[src/hw/rtl/jeab_pkg.sv]
// ----------------------------------------------------------------------------
// jeab_pkg
// Shared types and constants of the joystick event decoder.
// ----------------------------------------------------------------------------
`default_nettype none

package jeab_pkg;

  // Event types of the input stream.
  localparam logic [15:0] EV_KEY = 16'd1;
  localparam logic [15:0] EV_ABS = 16'd3;

  // Axis shaping constants.
  localparam int unsigned SCALE = 2000;
  localparam int unsigned HALF  = 1000;
  // Division by 1000 of a value below 2^20 as (m * RECIP_K) >> RECIP_SHIFT.
  localparam logic [30:0] RECIP_K     = 31'd1099511628;
  localparam int unsigned RECIP_SHIFT = 40;

  // Register indexes (byte address / 4).
  typedef enum logic [2:0] {
    REG_X_SEL = 3'd0,
    REG_Y_SEL = 3'd1,
    REG_X_MIN = 3'd2,
    REG_X_MAX = 3'd3,
    REG_Y_MIN = 3'd4,
    REG_Y_MAX = 3'd5,
    REG_MASK  = 3'd6
  } reg_idx_t;

  typedef enum logic [1:0] {
    ST_OK    = 2'd0,
    ST_NOKEY = 2'd1,
    ST_BIG   = 2'd2,
    ST_AXIS  = 2'd3
  } status_t;

  // Class of a request as decided by the front end.
  typedef enum logic [2:0] {
    K_NOP    = 3'd0,
    K_CAP    = 3'd1,
    K_AXIS   = 3'd2,
    K_AXBAD  = 3'd3,
    K_KEY    = 3'd4,
    K_KEYBAD = 3'd5
  } kind_t;

  typedef struct packed {
    kind_t        kind;
    logic [15:0]  code;
    logic [31:0]  value;
    logic [4:0]   widx;
    logic [31:0]  word;
  } cmd_t;

  typedef struct packed {
    logic [3:0]         x_sel;
    logic [3:0]         y_sel;
    logic signed [31:0] x_min;
    logic signed [31:0] x_max;
    logic signed [31:0] y_min;
    logic signed [31:0] y_max;
    logic [8:0]         mask;
  } cfg_t;

endpackage

`default_nettype wire

[src/hw/rtl/jeab_regs.sv]
// ----------------------------------------------------------------------------
// jeab_regs
// APB register file holding axis selection, axis ranges and the axis mask.
// ----------------------------------------------------------------------------
`default_nettype none

module jeab_regs
  import jeab_pkg::*;
(
  input  wire logic        clk,
  input  wire logic        rst_n,
  input  wire logic        cfg_psel,
  input  wire logic        cfg_penable,
  input  wire logic        cfg_pwrite,
  input  wire logic [4:0]  cfg_paddr,
  input  wire logic [31:0] cfg_pwdata,
  output logic [31:0]      cfg_prdata,
  output logic             cfg_pready,
  output cfg_t             cfg
);

  cfg_t     cfg_r, cfg_nxt;
  reg_idx_t idx;
  logic     wr;

  assign idx        = reg_idx_t'(cfg_paddr[4:2]);
  assign wr         = cfg_psel && cfg_penable && cfg_pwrite;
  assign cfg_pready = 1'b1;
  assign cfg        = cfg_r;

  always_comb begin
    cfg_nxt = cfg_r;
    if (wr) begin
      unique case (idx)
        REG_X_SEL: cfg_nxt.x_sel = cfg_pwdata[3:0];
        REG_Y_SEL: cfg_nxt.y_sel = cfg_pwdata[3:0];
        REG_X_MIN: cfg_nxt.x_min = cfg_pwdata;
        REG_X_MAX: cfg_nxt.x_max = cfg_pwdata;
        REG_Y_MIN: cfg_nxt.y_min = cfg_pwdata;
        REG_Y_MAX: cfg_nxt.y_max = cfg_pwdata;
        REG_MASK:  cfg_nxt.mask  = cfg_pwdata[8:0];
        default: ;
      endcase
    end
  end

  always_comb begin
    unique case (idx)
      REG_X_SEL: cfg_prdata = {28'd0, cfg_r.x_sel};
      REG_Y_SEL: cfg_prdata = {28'd0, cfg_r.y_sel};
      REG_X_MIN: cfg_prdata = cfg_r.x_min;
      REG_X_MAX: cfg_prdata = cfg_r.x_max;
      REG_Y_MIN: cfg_prdata = cfg_r.y_min;
      REG_Y_MAX: cfg_prdata = cfg_r.y_max;
      REG_MASK:  cfg_prdata = {23'd0, cfg_r.mask};
      default:   cfg_prdata = 32'd0;
    endcase
  end

  always_ff @(posedge clk) begin
    if (!rst_n) begin
      cfg_r.x_sel <= 4'd0;
      cfg_r.y_sel <= 4'd1;
      cfg_r.x_min <= 32'sd0;
      cfg_r.x_max <= 32'sd255;
      cfg_r.y_min <= 32'sd0;
      cfg_r.y_max <= 32'sd255;
      cfg_r.mask  <= 9'd3;
    end else begin
      cfg_r <= cfg_nxt;
    end
  end

endmodule

`default_nettype wire

[src/hw/rtl/jeab_front.sv]
// ----------------------------------------------------------------------------
// jeab_front
// Accepts input items and classifies them into requests for the back end.
// ----------------------------------------------------------------------------
`default_nettype none

module jeab_front
  import jeab_pkg::*;
#(
  parameter int KEY_BITS   = 768,
  parameter int AXIS_COUNT = 9
)
(
  input  wire logic         in_tvalid,
  output logic              in_tready,
  input  wire logic [103:0] in_tdata,
  input  wire logic         in_tuser,
  input  wire logic         q_full,
  output logic              q_push,
  output cmd_t              cmd
);

  localparam int KEY_WORDS = (KEY_BITS + 31) / 32;

  logic [15:0] ev_type;
  logic [15:0] ev_code;

  assign ev_type   = in_tdata[15:0];
  assign ev_code   = in_tdata[31:16];
  assign in_tready = !q_full;
  assign q_push    = in_tvalid && !q_full;

  always_comb begin
    cmd.code  = ev_code;
    cmd.value = in_tdata[63:32];
    cmd.widx  = in_tdata[68:64];
    cmd.word  = in_tdata[100:69];
    priority if (in_tuser) begin
      cmd.kind = (32'(cmd.widx) < KEY_WORDS) ? K_CAP : K_NOP;
    end else if (ev_type == EV_ABS) begin
      cmd.kind = (32'(ev_code) < AXIS_COUNT) ? K_AXIS : K_AXBAD;
    end else if (ev_type == EV_KEY) begin
      cmd.kind = (32'(ev_code) < KEY_BITS) ? K_KEY : K_KEYBAD;
    end else begin
      cmd.kind = K_NOP;
    end
  end

endmodule

`default_nettype wire

[src/hw/rtl/jeab_fifo.sv]
// ----------------------------------------------------------------------------
// jeab_fifo
// Two-entry request queue between the front end and the back end.
// ----------------------------------------------------------------------------
`default_nettype none

module jeab_fifo #(
  parameter int WIDTH = 8
)
(
  input  wire logic             clk,
  input  wire logic             rst_n,
  input  wire logic             push,
  input  wire logic [WIDTH-1:0] push_data,
  output logic                  full,
  input  wire logic             pop,
  output logic                  valid,
  output logic [WIDTH-1:0]      head
);

  logic [WIDTH-1:0] mem_r [2];
  logic             wp_r, wp_nxt;
  logic             rp_r, rp_nxt;
  logic [1:0]       cnt_r, cnt_nxt;
  logic             do_pop;

  assign full   = cnt_r == 2'd2;
  assign valid  = cnt_r != 2'd0;
  assign head   = mem_r[rp_r];
  assign do_pop = pop && valid;

  always_comb begin
    wp_nxt  = push ? !wp_r : wp_r;
    rp_nxt  = do_pop ? !rp_r : rp_r;
    cnt_nxt = cnt_r + {1'b0, push} - {1'b0, do_pop};
  end

  always_ff @(posedge clk) begin
    if (!rst_n) begin
      wp_r  <= 1'b0;
      rp_r  <= 1'b0;
      cnt_r <= 2'd0;
    end else begin
      wp_r  <= wp_nxt;
      rp_r  <= rp_nxt;
      cnt_r <= cnt_nxt;
    end
  end

  always_ff @(posedge clk) begin
    if (push) begin
      mem_r[wp_r] <= push_data;
    end
  end

endmodule

`default_nettype wire

[src/hw/rtl/jeab_back.sv]
// ----------------------------------------------------------------------------
// jeab_back
// Executes requests: state updates, button rank sweep and axis shaping.
// ----------------------------------------------------------------------------
`default_nettype none

module jeab_back
  import jeab_pkg::*;
#(
  parameter int KEY_BITS   = 768,
  parameter int AXIS_COUNT = 9
)
(
  input  wire logic        clk,
  input  wire logic        rst_n,
  input  cfg_t             cfg,
  input  cmd_t             cmd,
  input  wire logic        cmd_valid,
  output logic             cmd_pop,
  output logic             out_tvalid,
  input  wire logic        out_tready,
  output logic [63:0]      out_tdata
);

  localparam int KEY_WORDS = (KEY_BITS + 31) / 32;
  localparam int KW        = (KEY_WORDS > 1) ? $clog2(KEY_WORDS) : 1;
  localparam int AW        = (AXIS_COUNT > 1) ? $clog2(AXIS_COUNT) : 1;
  localparam int RW        = $clog2(KEY_BITS + 1);

  typedef enum logic [10:0] {
    B_IDLE  = 11'b00000000001,
    B_EXEC  = 11'b00000000010,
    B_RANK  = 11'b00000000100,
    B_LOAD  = 11'b00000001000,
    B_MUL   = 11'b00000010000,
    B_CHK   = 11'b00000100000,
    B_DIV   = 11'b00001000000,
    B_CLAMP = 11'b00010000000,
    B_SQ    = 11'b00100000000,
    B_REC   = 11'b01000000000,
    B_OUT   = 11'b10000000000
  } bstate_t;

  function automatic logic [5:0] popcnt(input logic [31:0] w);
    logic [5:0] n;
    n = 6'd0;
    for (int i = 0; i < 32; i++) begin
      n = n + {5'd0, w[i]};
    end
    return n;
  endfunction

  bstate_t            state_r, state_nxt;
  logic [31:0]        cap_r [KEY_WORDS];
  logic signed [31:0] raw_r [AXIS_COUNT];
  logic [31:0]        btn_r, btn_nxt;
  logic               out_valid_r, out_valid_nxt;
  logic [63:0]        out_data_r, out_data_nxt;
  logic               cap_we, raw_we;

  status_t            status_r, status_nxt;
  logic               span_r, span_nxt;
  logic               ax_r, ax_nxt;
  logic [KW-1:0]      widx_r, widx_nxt;
  logic [RW-1:0]      rank_r, rank_nxt;
  logic [32:0]        dmag_r, dmag_nxt;
  logic [32:0]        smag_r, smag_nxt;
  logic               qneg_r, qneg_nxt;
  logic [43:0]        nmag_r, nmag_nxt;
  logic [43:0]        dvs_r, dvs_nxt;
  logic [3:0]         cnt_r, cnt_nxt;
  logic [10:0]        q_r, q_nxt;
  logic signed [10:0] v_r, v_nxt;
  logic [19:0]        sq_r, sq_nxt;
  logic               vneg_r, vneg_nxt;
  logic signed [10:0] xpos_r, xpos_nxt;
  logic signed [10:0] ypos_r, ypos_nxt;

  // Working signals.
  logic [31:0]        word;
  logic               last_word;
  logic [4:0]         bitsel;
  logic [5:0]         pc;
  logic [RW-1:0]      rank_sum;
  logic [3:0]         sel;
  logic               sel_ok;
  logic [15:0]        mask16;
  logic signed [31:0] lo, hi, raw;
  logic signed [32:0] span, diff;
  logic signed [12:0] qs, t;
  logic [9:0]         vmag;
  logic [50:0]        prod;
  logic [9:0]         p;
  logic               axis_done;
  logic signed [10:0] axis_pos;

  assign out_tvalid = out_valid_r;
  assign out_tdata  = out_data_r;

  assign word      = cap_r[widx_r];
  assign bitsel    = cmd.code[4:0];
  assign last_word = widx_r == cmd.code[5 +: KW];
  assign pc        = popcnt(last_word ? (word & ((32'd1 << bitsel) - 32'd1)) : word);
  assign rank_sum  = rank_r + RW'(pc);

  assign sel    = ax_r ? cfg.y_sel : cfg.x_sel;
  assign lo     = ax_r ? cfg.y_min : cfg.x_min;
  assign hi     = ax_r ? cfg.y_max : cfg.x_max;
  assign mask16 = {7'd0, cfg.mask};
  // Axes at or beyond the mask width are always absent.
  assign sel_ok = (32'(sel) < AXIS_COUNT) && mask16[sel];
  assign raw    = raw_r[sel[AW-1:0]];
  assign span   = 33'(hi) - 33'(lo);
  assign diff   = 33'(raw) - 33'(lo);

  assign qs   = qneg_r ? -$signed({2'b00, q_r}) : $signed({2'b00, q_r});
  assign t    = qs - 13'sd1000;
  assign vmag = v_r[10] ? 10'(-v_r) : v_r[9:0];
  assign prod = {31'd0, sq_r} * {20'd0, RECIP_K};
  assign p    = prod[RECIP_SHIFT +: 10];

  always_comb begin
    state_nxt     = state_r;
    btn_nxt       = btn_r;
    out_valid_nxt = out_valid_r;
    out_data_nxt  = out_data_r;
    cap_we        = 1'b0;
    raw_we        = 1'b0;
    cmd_pop       = 1'b0;
    status_nxt    = status_r;
    span_nxt      = span_r;
    ax_nxt        = ax_r;
    widx_nxt      = widx_r;
    rank_nxt      = rank_r;
    dmag_nxt      = dmag_r;
    smag_nxt      = smag_r;
    qneg_nxt      = qneg_r;
    nmag_nxt      = nmag_r;
    dvs_nxt       = dvs_r;
    cnt_nxt       = cnt_r;
    q_nxt         = q_r;
    v_nxt         = v_r;
    sq_nxt        = sq_r;
    vneg_nxt      = vneg_r;
    xpos_nxt      = xpos_r;
    ypos_nxt      = ypos_r;
    axis_done     = 1'b0;
    axis_pos      = 11'sd0;

    if (out_valid_r && out_tready) begin
      out_valid_nxt = 1'b0;
    end

    unique case (state_r)
      B_IDLE: begin
        if (cmd_valid) begin
          status_nxt = ST_OK;
          span_nxt   = 1'b0;
          ax_nxt     = 1'b0;
          state_nxt  = B_EXEC;
        end
      end
      B_EXEC: begin
        state_nxt = B_LOAD;
        unique case (cmd.kind)
          K_CAP:    cap_we = 1'b1;
          K_AXIS:   raw_we = 1'b1;
          K_AXBAD:  status_nxt = ST_AXIS;
          K_KEYBAD: status_nxt = ST_NOKEY;
          K_KEY: begin
            widx_nxt  = '0;
            rank_nxt  = '0;
            state_nxt = B_RANK;
          end
          default: ;
        endcase
      end
      B_RANK: begin
        // Sweep the capability words up to the key's own word.
        if (!last_word) begin
          rank_nxt = rank_sum;
          widx_nxt = widx_r + KW'(1);
        end else begin
          state_nxt = B_LOAD;
          if (!word[bitsel]) begin
            status_nxt = ST_NOKEY;
          end else if (rank_sum > RW'(31)) begin
            status_nxt = ST_BIG;
          end else begin
            btn_nxt[rank_sum[4:0]] = cmd.value != 32'd0;
          end
        end
      end
      B_LOAD: begin
        if (!sel_ok) begin
          axis_done = 1'b1;
        end else if (span == 33'sd0) begin
          span_nxt  = 1'b1;
          axis_done = 1'b1;
        end else begin
          dmag_nxt  = diff[32] ? 33'(-diff) : 33'(diff);
          smag_nxt  = span[32] ? 33'(-span) : 33'(span);
          qneg_nxt  = diff[32] ^ span[32];
          state_nxt = B_MUL;
        end
      end
      B_MUL: begin
        nmag_nxt  = {11'd0, dmag_r} * 44'(SCALE);
        state_nxt = B_CHK;
      end
      B_CHK: begin
        // A quotient of 2048 or more clamps either way.
        if (nmag_r >= {smag_r, 11'd0}) begin
          v_nxt     = qneg_r ? -11'sd1000 : 11'sd1000;
          state_nxt = B_SQ;
        end else begin
          dvs_nxt   = {1'b0, smag_r, 10'd0};
          cnt_nxt   = 4'd10;
          q_nxt     = 11'd0;
          state_nxt = B_DIV;
        end
      end
      B_DIV: begin
        if (nmag_r >= dvs_r) begin
          nmag_nxt = nmag_r - dvs_r;
          q_nxt    = {q_r[9:0], 1'b1};
        end else begin
          q_nxt    = {q_r[9:0], 1'b0};
        end
        dvs_nxt = dvs_r >> 1;
        cnt_nxt = cnt_r - 4'd1;
        if (cnt_r == 4'd0) begin
          state_nxt = B_CLAMP;
        end
      end
      B_CLAMP: begin
        if (t < -13'sd1000) begin
          v_nxt = -11'sd1000;
        end else if (t > 13'sd1000) begin
          v_nxt = 11'sd1000;
        end else begin
          v_nxt = t[10:0];
        end
        state_nxt = B_SQ;
      end
      B_SQ: begin
        sq_nxt    = {10'd0, vmag} * {10'd0, vmag};
        vneg_nxt  = v_r[10];
        state_nxt = B_REC;
      end
      B_REC: begin
        axis_done = 1'b1;
        axis_pos  = vneg_r ? -$signed({1'b0, p}) : $signed({1'b0, p});
      end
      B_OUT: begin
        if (!out_valid_r || out_tready) begin
          out_valid_nxt = 1'b1;
          out_data_nxt  = {7'd0, span_r, status_r, btn_r, ypos_r, xpos_r};
          cmd_pop       = 1'b1;
          state_nxt     = B_IDLE;
        end
      end
      default: state_nxt = B_IDLE;
    endcase

    if (axis_done) begin
      if (ax_r) begin
        ypos_nxt  = axis_pos;
        state_nxt = B_OUT;
      end else begin
        xpos_nxt  = axis_pos;
        ax_nxt    = 1'b1;
        state_nxt = B_LOAD;
      end
    end
  end

  always_ff @(posedge clk) begin
    if (!rst_n) begin
      state_r     <= B_IDLE;
      out_valid_r <= 1'b0;
      btn_r       <= 32'd0;
      for (int i = 0; i < KEY_WORDS; i++) begin
        cap_r[i] <= 32'd0;
      end
      for (int i = 0; i < AXIS_COUNT; i++) begin
        raw_r[i] <= 32'sd0;
      end
    end else begin
      state_r     <= state_nxt;
      out_valid_r <= out_valid_nxt;
      btn_r       <= btn_nxt;
      if (cap_we) begin
        cap_r[cmd.widx[KW-1:0]] <= cmd.word;
      end
      if (raw_we) begin
        raw_r[cmd.code[AW-1:0]] <= cmd.value;
      end
    end
  end

  always_ff @(posedge clk) begin
    out_data_r <= out_data_nxt;
    status_r   <= status_nxt;
    span_r     <= span_nxt;
    ax_r       <= ax_nxt;
    widx_r     <= widx_nxt;
    rank_r     <= rank_nxt;
    dmag_r     <= dmag_nxt;
    smag_r     <= smag_nxt;
    qneg_r     <= qneg_nxt;
    nmag_r     <= nmag_nxt;
    dvs_r      <= dvs_nxt;
    cnt_r      <= cnt_nxt;
    q_r        <= q_nxt;
    v_r        <= v_nxt;
    sq_r       <= sq_nxt;
    vneg_r     <= vneg_nxt;
    xpos_r     <= xpos_nxt;
    ypos_r     <= ypos_nxt;
  end

endmodule

`default_nettype wire

[src/hw/rtl/joystick_event_to_axes_buttons.sv]
// ----------------------------------------------------------------------------
// joystick_event_to_axes_buttons
// Decodes joystick events into two shaped axis positions and button bits.
// ----------------------------------------------------------------------------
//  channel  direction  handshake                 payload
//  in_      slave      in_tvalid / in_tready     in_tdata, in_tuser
//  out_     master     out_tvalid / out_tready   out_tdata
//  cfg_     APB        psel, penable, pready     paddr, pwdata, prdata
//
// After a request is accepted, a key event sweeps the capability words one
// per cycle up to its own word, and each selected axis then takes a
// multiply, a range check, an 11-step restoring divider, a clamp and two
// multiply stages before the result is valid. Reset is synchronous
// and clears the capability map, the axis values and the buttons. A
// two-entry queue holds requests while the back end works or waits on
// out_tready.
`default_nettype none

module joystick_event_to_axes_buttons
  import jeab_pkg::*;
#(
  parameter int KEY_BITS   = 768,
  parameter int AXIS_COUNT = 9
)
(
  input  wire logic         clk,
  input  wire logic         rst_n,
  input  wire logic         in_tvalid,
  output logic              in_tready,
  // event_type, event_code, event_value, cap_word_index, cap_word, zero pad
  input  wire logic [103:0] in_tdata,
  // func
  input  wire logic         in_tuser,
  output logic              out_tvalid,
  input  wire logic         out_tready,
  // x_position, y_position, button_bits, event_status, span_error, zero pad
  output logic [63:0]       out_tdata,
  input  wire logic         cfg_psel,
  input  wire logic         cfg_penable,
  input  wire logic         cfg_pwrite,
  input  wire logic [4:0]   cfg_paddr,
  input  wire logic [31:0]  cfg_pwdata,
  output logic [31:0]       cfg_prdata,
  output logic              cfg_pready
);

  cfg_t cfg;
  cmd_t front_cmd;
  cmd_t back_cmd;
  logic q_full, q_push, q_valid, q_pop;
  logic [$bits(cmd_t)-1:0] q_head;

  assign back_cmd = cmd_t'(q_head);

  jeab_regs u_regs (
    .clk         (clk),
    .rst_n       (rst_n),
    .cfg_psel    (cfg_psel),
    .cfg_penable (cfg_penable),
    .cfg_pwrite  (cfg_pwrite),
    .cfg_paddr   (cfg_paddr),
    .cfg_pwdata  (cfg_pwdata),
    .cfg_prdata  (cfg_prdata),
    .cfg_pready  (cfg_pready),
    .cfg         (cfg)
  );

  jeab_front #(
    .KEY_BITS   (KEY_BITS),
    .AXIS_COUNT (AXIS_COUNT)
  ) u_front (
    .in_tvalid (in_tvalid),
    .in_tready (in_tready),
    .in_tdata  (in_tdata),
    .in_tuser  (in_tuser),
    .q_full    (q_full),
    .q_push    (q_push),
    .cmd       (front_cmd)
  );

  jeab_fifo #(
    .WIDTH ($bits(cmd_t))
  ) u_fifo (
    .clk       (clk),
    .rst_n     (rst_n),
    .push      (q_push),
    .push_data (front_cmd),
    .full      (q_full),
    .pop       (q_pop),
    .valid     (q_valid),
    .head      (q_head)
  );

  jeab_back #(
    .KEY_BITS   (KEY_BITS),
    .AXIS_COUNT (AXIS_COUNT)
  ) u_back (
    .clk        (clk),
    .rst_n      (rst_n),
    .cfg        (cfg),
    .cmd        (back_cmd),
    .cmd_valid  (q_valid),
    .cmd_pop    (q_pop),
    .out_tvalid (out_tvalid),
    .out_tready (out_tready),
    .out_tdata  (out_tdata)
  );

endmodule

`default_nettype wire

[config.mk]
export PLATFORM = sky130hd
export DESIGN_NAME = joystick_event_to_axes_buttons
export DESIGN_NICKNAME = d
export VERILOG_FILES = /design/src/hw/rtl/jeab_pkg.sv /design/src/hw/rtl/jeab_regs.sv /design/src/hw/rtl/jeab_front.sv /design/src/hw/rtl/jeab_fifo.sv /design/src/hw/rtl/jeab_back.sv /design/src/hw/rtl/joystick_event_to_axes_buttons.sv
export SDC_FILE = /design/constraint.sdc
export NUM_CORES = 2
export LEC_CHECK = 0
export ABC_AREA = 1
export BUFFER_PORTS_ARGS = -buffer_cell sky130_fd_sc_hd__buf_4
export CAP_MARGIN = 20
export CORE_MARGIN = 3
export CORE_UTILIZATION = 60
export DETAILED_ROUTE_END_ITERATION = 16
export MAX_ROUTING_LAYER = met4
export PLACE_DENSITY = 0.8
export SKIP_CTS_REPAIR_TIMING = 1
export SLEW_MARGIN = 20
export SYNTH_ARGS = -nofsm -noshare
export SYNTH_HDL_FRONTEND = slang
export SYNTH_SLANG_ARGS = --single-unit
[constraint.sdc]
create_clock -name clk -period 24.9 [get_ports clk]
set_input_delay 4.98 -clock clk [delete_from_list [all_inputs] [get_ports clk]]
set_output_delay 4.98 -clock clk [all_outputs]
set_load 0.005 [all_outputs]
==> run_results.csv <==
group,metric,value,unit
pwr,power_density,67.77,nW/um^2
sta,setup_viol,0,
yosys,ys_seq_area_share,53.01,%
route,post_drt_via_cell_ratio,6.051,
route,antenna_left,0,
sta,worstMarginPinSlew,1.336,ns
setup_path,crit_required,25.70,ns
pwr,power_leakage,54.36,nW
yosys,synth_cells,12620,
status,status,"finished clean",
clock_tree,cts_root_buf,"clkbuf_16",
global_route,grtUsageMet1,44.60,%
place,dp_cells,15060,
yosys,async_reset_ff_share,0,%
route,firstDrtPassIters,10,
floorplanning,core_area,198600,sq um
sta,maxClockFrequency,83.09,MHz
place,hpwl,229.8,mm
clock_tree,worstSkewPairLatency,0.94,ns
clock_tree,cts_buffer_depth,3,
floorplanning,start_util,60.75,%
flow_run,maxCapViolations,0,
yosys,netlist_area,120700,sq um
floorplanning,fp-row-count,163,
clock_tree,cts-buffers-inserted,217,
yosys,synth-edff-count,1997,
place,port_buffers,234,
worst_hold_path,hold_class,"flip-flop to flip-flop",
sta,whs,0.4094,ns
floorplanning,die_area,206600,sq um
finish,final_layout_size_suffix_gt1_share,8.250,%
clock_tree,cts_tree,"built",
global_route,gr-max-usage-layer,"met2",
route,num_vias,93650,
global_route,track_usage,33.66,%
clock_tree,clock_sinks,2197,
yosys,synth_flop_cell,"edfxtp_1",
global_route,grt_antenna_before_repair,8,
sta,slew_violations,0,
sta,maxSlewHeadroom,10.00,%
yosys,avgSynthCellArea,9.563,sq um
route,detail_route.iter0.violations,12420,
finish,layout.nets,13660,
setup_path,worst-setup-path-type,"flip-flop to flip-flop",
clock_tree,path_clk_slew,0.06,ns
route,routedWlPerCell,22.22,um
setup_path,cp_max_fo,88,
global_route,globalRouteOverflowTotal,0,
yosys,synthDistinctLibCells,70,
floorplanning,num_io_pins,248,
setup_path,cp_slowest_cell,"buf_4",
finish,synthToLayoutAreaGrowth,9.363,%
sta,fin_skew,0.1441,ns
place,gp_congestion,0.9755,
setup_path,startpoint_type,"flip-flop",
sta,min_period_over_period,48.33,%
sta,hold_viol_final,0,
global_route,gr-usage-met3,5.674,%
pwr,power,8.944,mW
sta,rsz0062_at_grt,"false",
floorplanning,die-width,454.5,um
clock_tree,htreeDepth,4,
route,routed_wl,343.9,mm
pwr,ir_drop,0.2013,mV
yosys,yosys_warnings,0,
global_route,grt_max_degree,203,
sta,period_needed,12.03,ns
setup_path,endpoint_kind,"flip-flop",
global_route,first_global_vias,91190,
setup_path,crit_arrival,12.83,ns
setup_path,crit_path_max_incr_delay,0.86,ns
finish,stdcell_count,15480,
sta,setup_tns,0,ns
floorplanning,fp.dieH,454.5,um
route,drc,0,
global_route,grt.met2_usage,52.18,%
yosys,synth.ff_latch_count,2197,
global_route,grt_pass1_wl,520.1,mm
[where the power goes]
part	internal (mW)	switching, mW
Sequential	4.11	0.0284
Combinational	0.394	1.11
Clock	1.85	1.45
Total	6.36	2.58
[metrics by stage]
step                      cell area, sq um  worst slack, ns  utilization, %
after detailed placement            124700            13.05           62.78
final                               132000            12.87           66.44
after global placement              124700            13.35           62.78
after floorplan                     120700            13.86               -
after global routing                132000            12.36           66.44
after CTS                           131900            13.09           66.43
[per-layer routing]
layer / part of all wire, % / up-vias / wire, um
met5: 0 / - / 0
met2: 47 / 5451 / 160400
met4: 4.1 / 0 / 14080
met3: 11 / 853 / 36710
met1: 39 / 44700 / 132700
li1: - / 42650 / -
[Yosys cell counts (all sizes together) (20+ instances only)]
cell type	n	area [sq um]
dfxtp	200	4004
nand2	2462	9244
nor2	2142	8130
o21a	20	150.1
o22ai	75	469.2
edfxtp	1997	59970
clkbuf	341	1281
inv	1066	4006
o221ai	102	893.4
xnor2	66	578.1
o2111ai	26	227.7
a21o	35	262.8
o21ai	844	4382
or2	153	962.2
fa	350	7007
xor2	129	1145
nor3	70	355.3
nand4	97	650.6
a31oi	66	412.9
ha	527	6594
o211ai	25	187.7
nand3	897	4489
nor4	45	294.0
buf	296	1734
a21oi	469	2355
[final cells by class]
cell class | instances | area, sq um
clock inverters | 132 | 1523
multi-input cells | 8720 | 50070
diodes | 11 | 27.53
flip-flops and latches | 2197 | 63990
clock buffers | 274 | 5724
fillers | 15030 | 66660
inverters | 1072 | 4060
well taps | 2640 | 3303
repair buffers | 430 | 3282
[placed cells by master, fill, tap and decap left out, types with 126 or more instances in the layout]
cell type  count
nand3_1      896
clkbuf_16    217
nand2_1     2459
nor2_1      2086
a21oi_1      466
inv_1       1036
o21ai_0      753
fa_1         350
edfxtp_1    1997
buf_4        425
dfxtp_1      194
ha_1         527
xor2_1       126
[state kept, by name (all words and copies together) (netlist names), 5 cells and up, named ones only]
name and count:
u_back.cap_r 1024, u_back.raw_r 512, u_fifo.mem_r 164, u_regs.cfg 145, u_back.out_tdata 57, u_back.nmag_r 44
u_back.dvs_r 43, u_back.dmag_r 33, u_back.smag_r 33, u_back.btn_r 32, u_back.sq_r 19, u_back.q_r 11
u_back.state_r 11, u_back.v_r 11, u_back.xpos_r 11, u_back.ypos_r 11, u_back.rank_r 10, u_back.widx_r 5
[path summary, 6_finish.rpt]
kind | from | endpoint | slack [ns] | depth (start not counted)
min reg2reg | u_back.span_r | u_back.out_tdata[56] | 0.41 | 0
max | flip-flop | u_back.btn_r[22] | 12.87 | 41
max reg2reg | flip-flop | u_back.btn_r[22] | 12.87 | 41
min | u_back.span_r | u_back.out_tdata[56] | 0.41 | 0
[cell families (layout without fill, tap and decap cells)]
family	count (synthesis)	after routing	synth area share, %
and+or+nand+nor	5902	5902	20.21
AOI/OAI and AO/OA	1735	1735	8.219
adders and majority gates	877	877	11.27
other	2	19	0.006223
buffers and inverters	1709	1908	5.837
DFF	2197	2197	53.01
muxes	3	3	0.02488
xor gates and xnor gates	195	195	1.428
[worst max-delay path: cells and delay by family, from the launching register on]
kind                       cells  cell delay [ns]
adders and majority gates     10             4.42
and+or+nand+nor               17             2.13
DFF                            1             0.82
buffers and inverters          8             3.01
xor gates and xnor gates       2             0.34
AOI/OAI and AO/OA              4             1.09
Note: power is estimated with default switching activity, not from simulation.
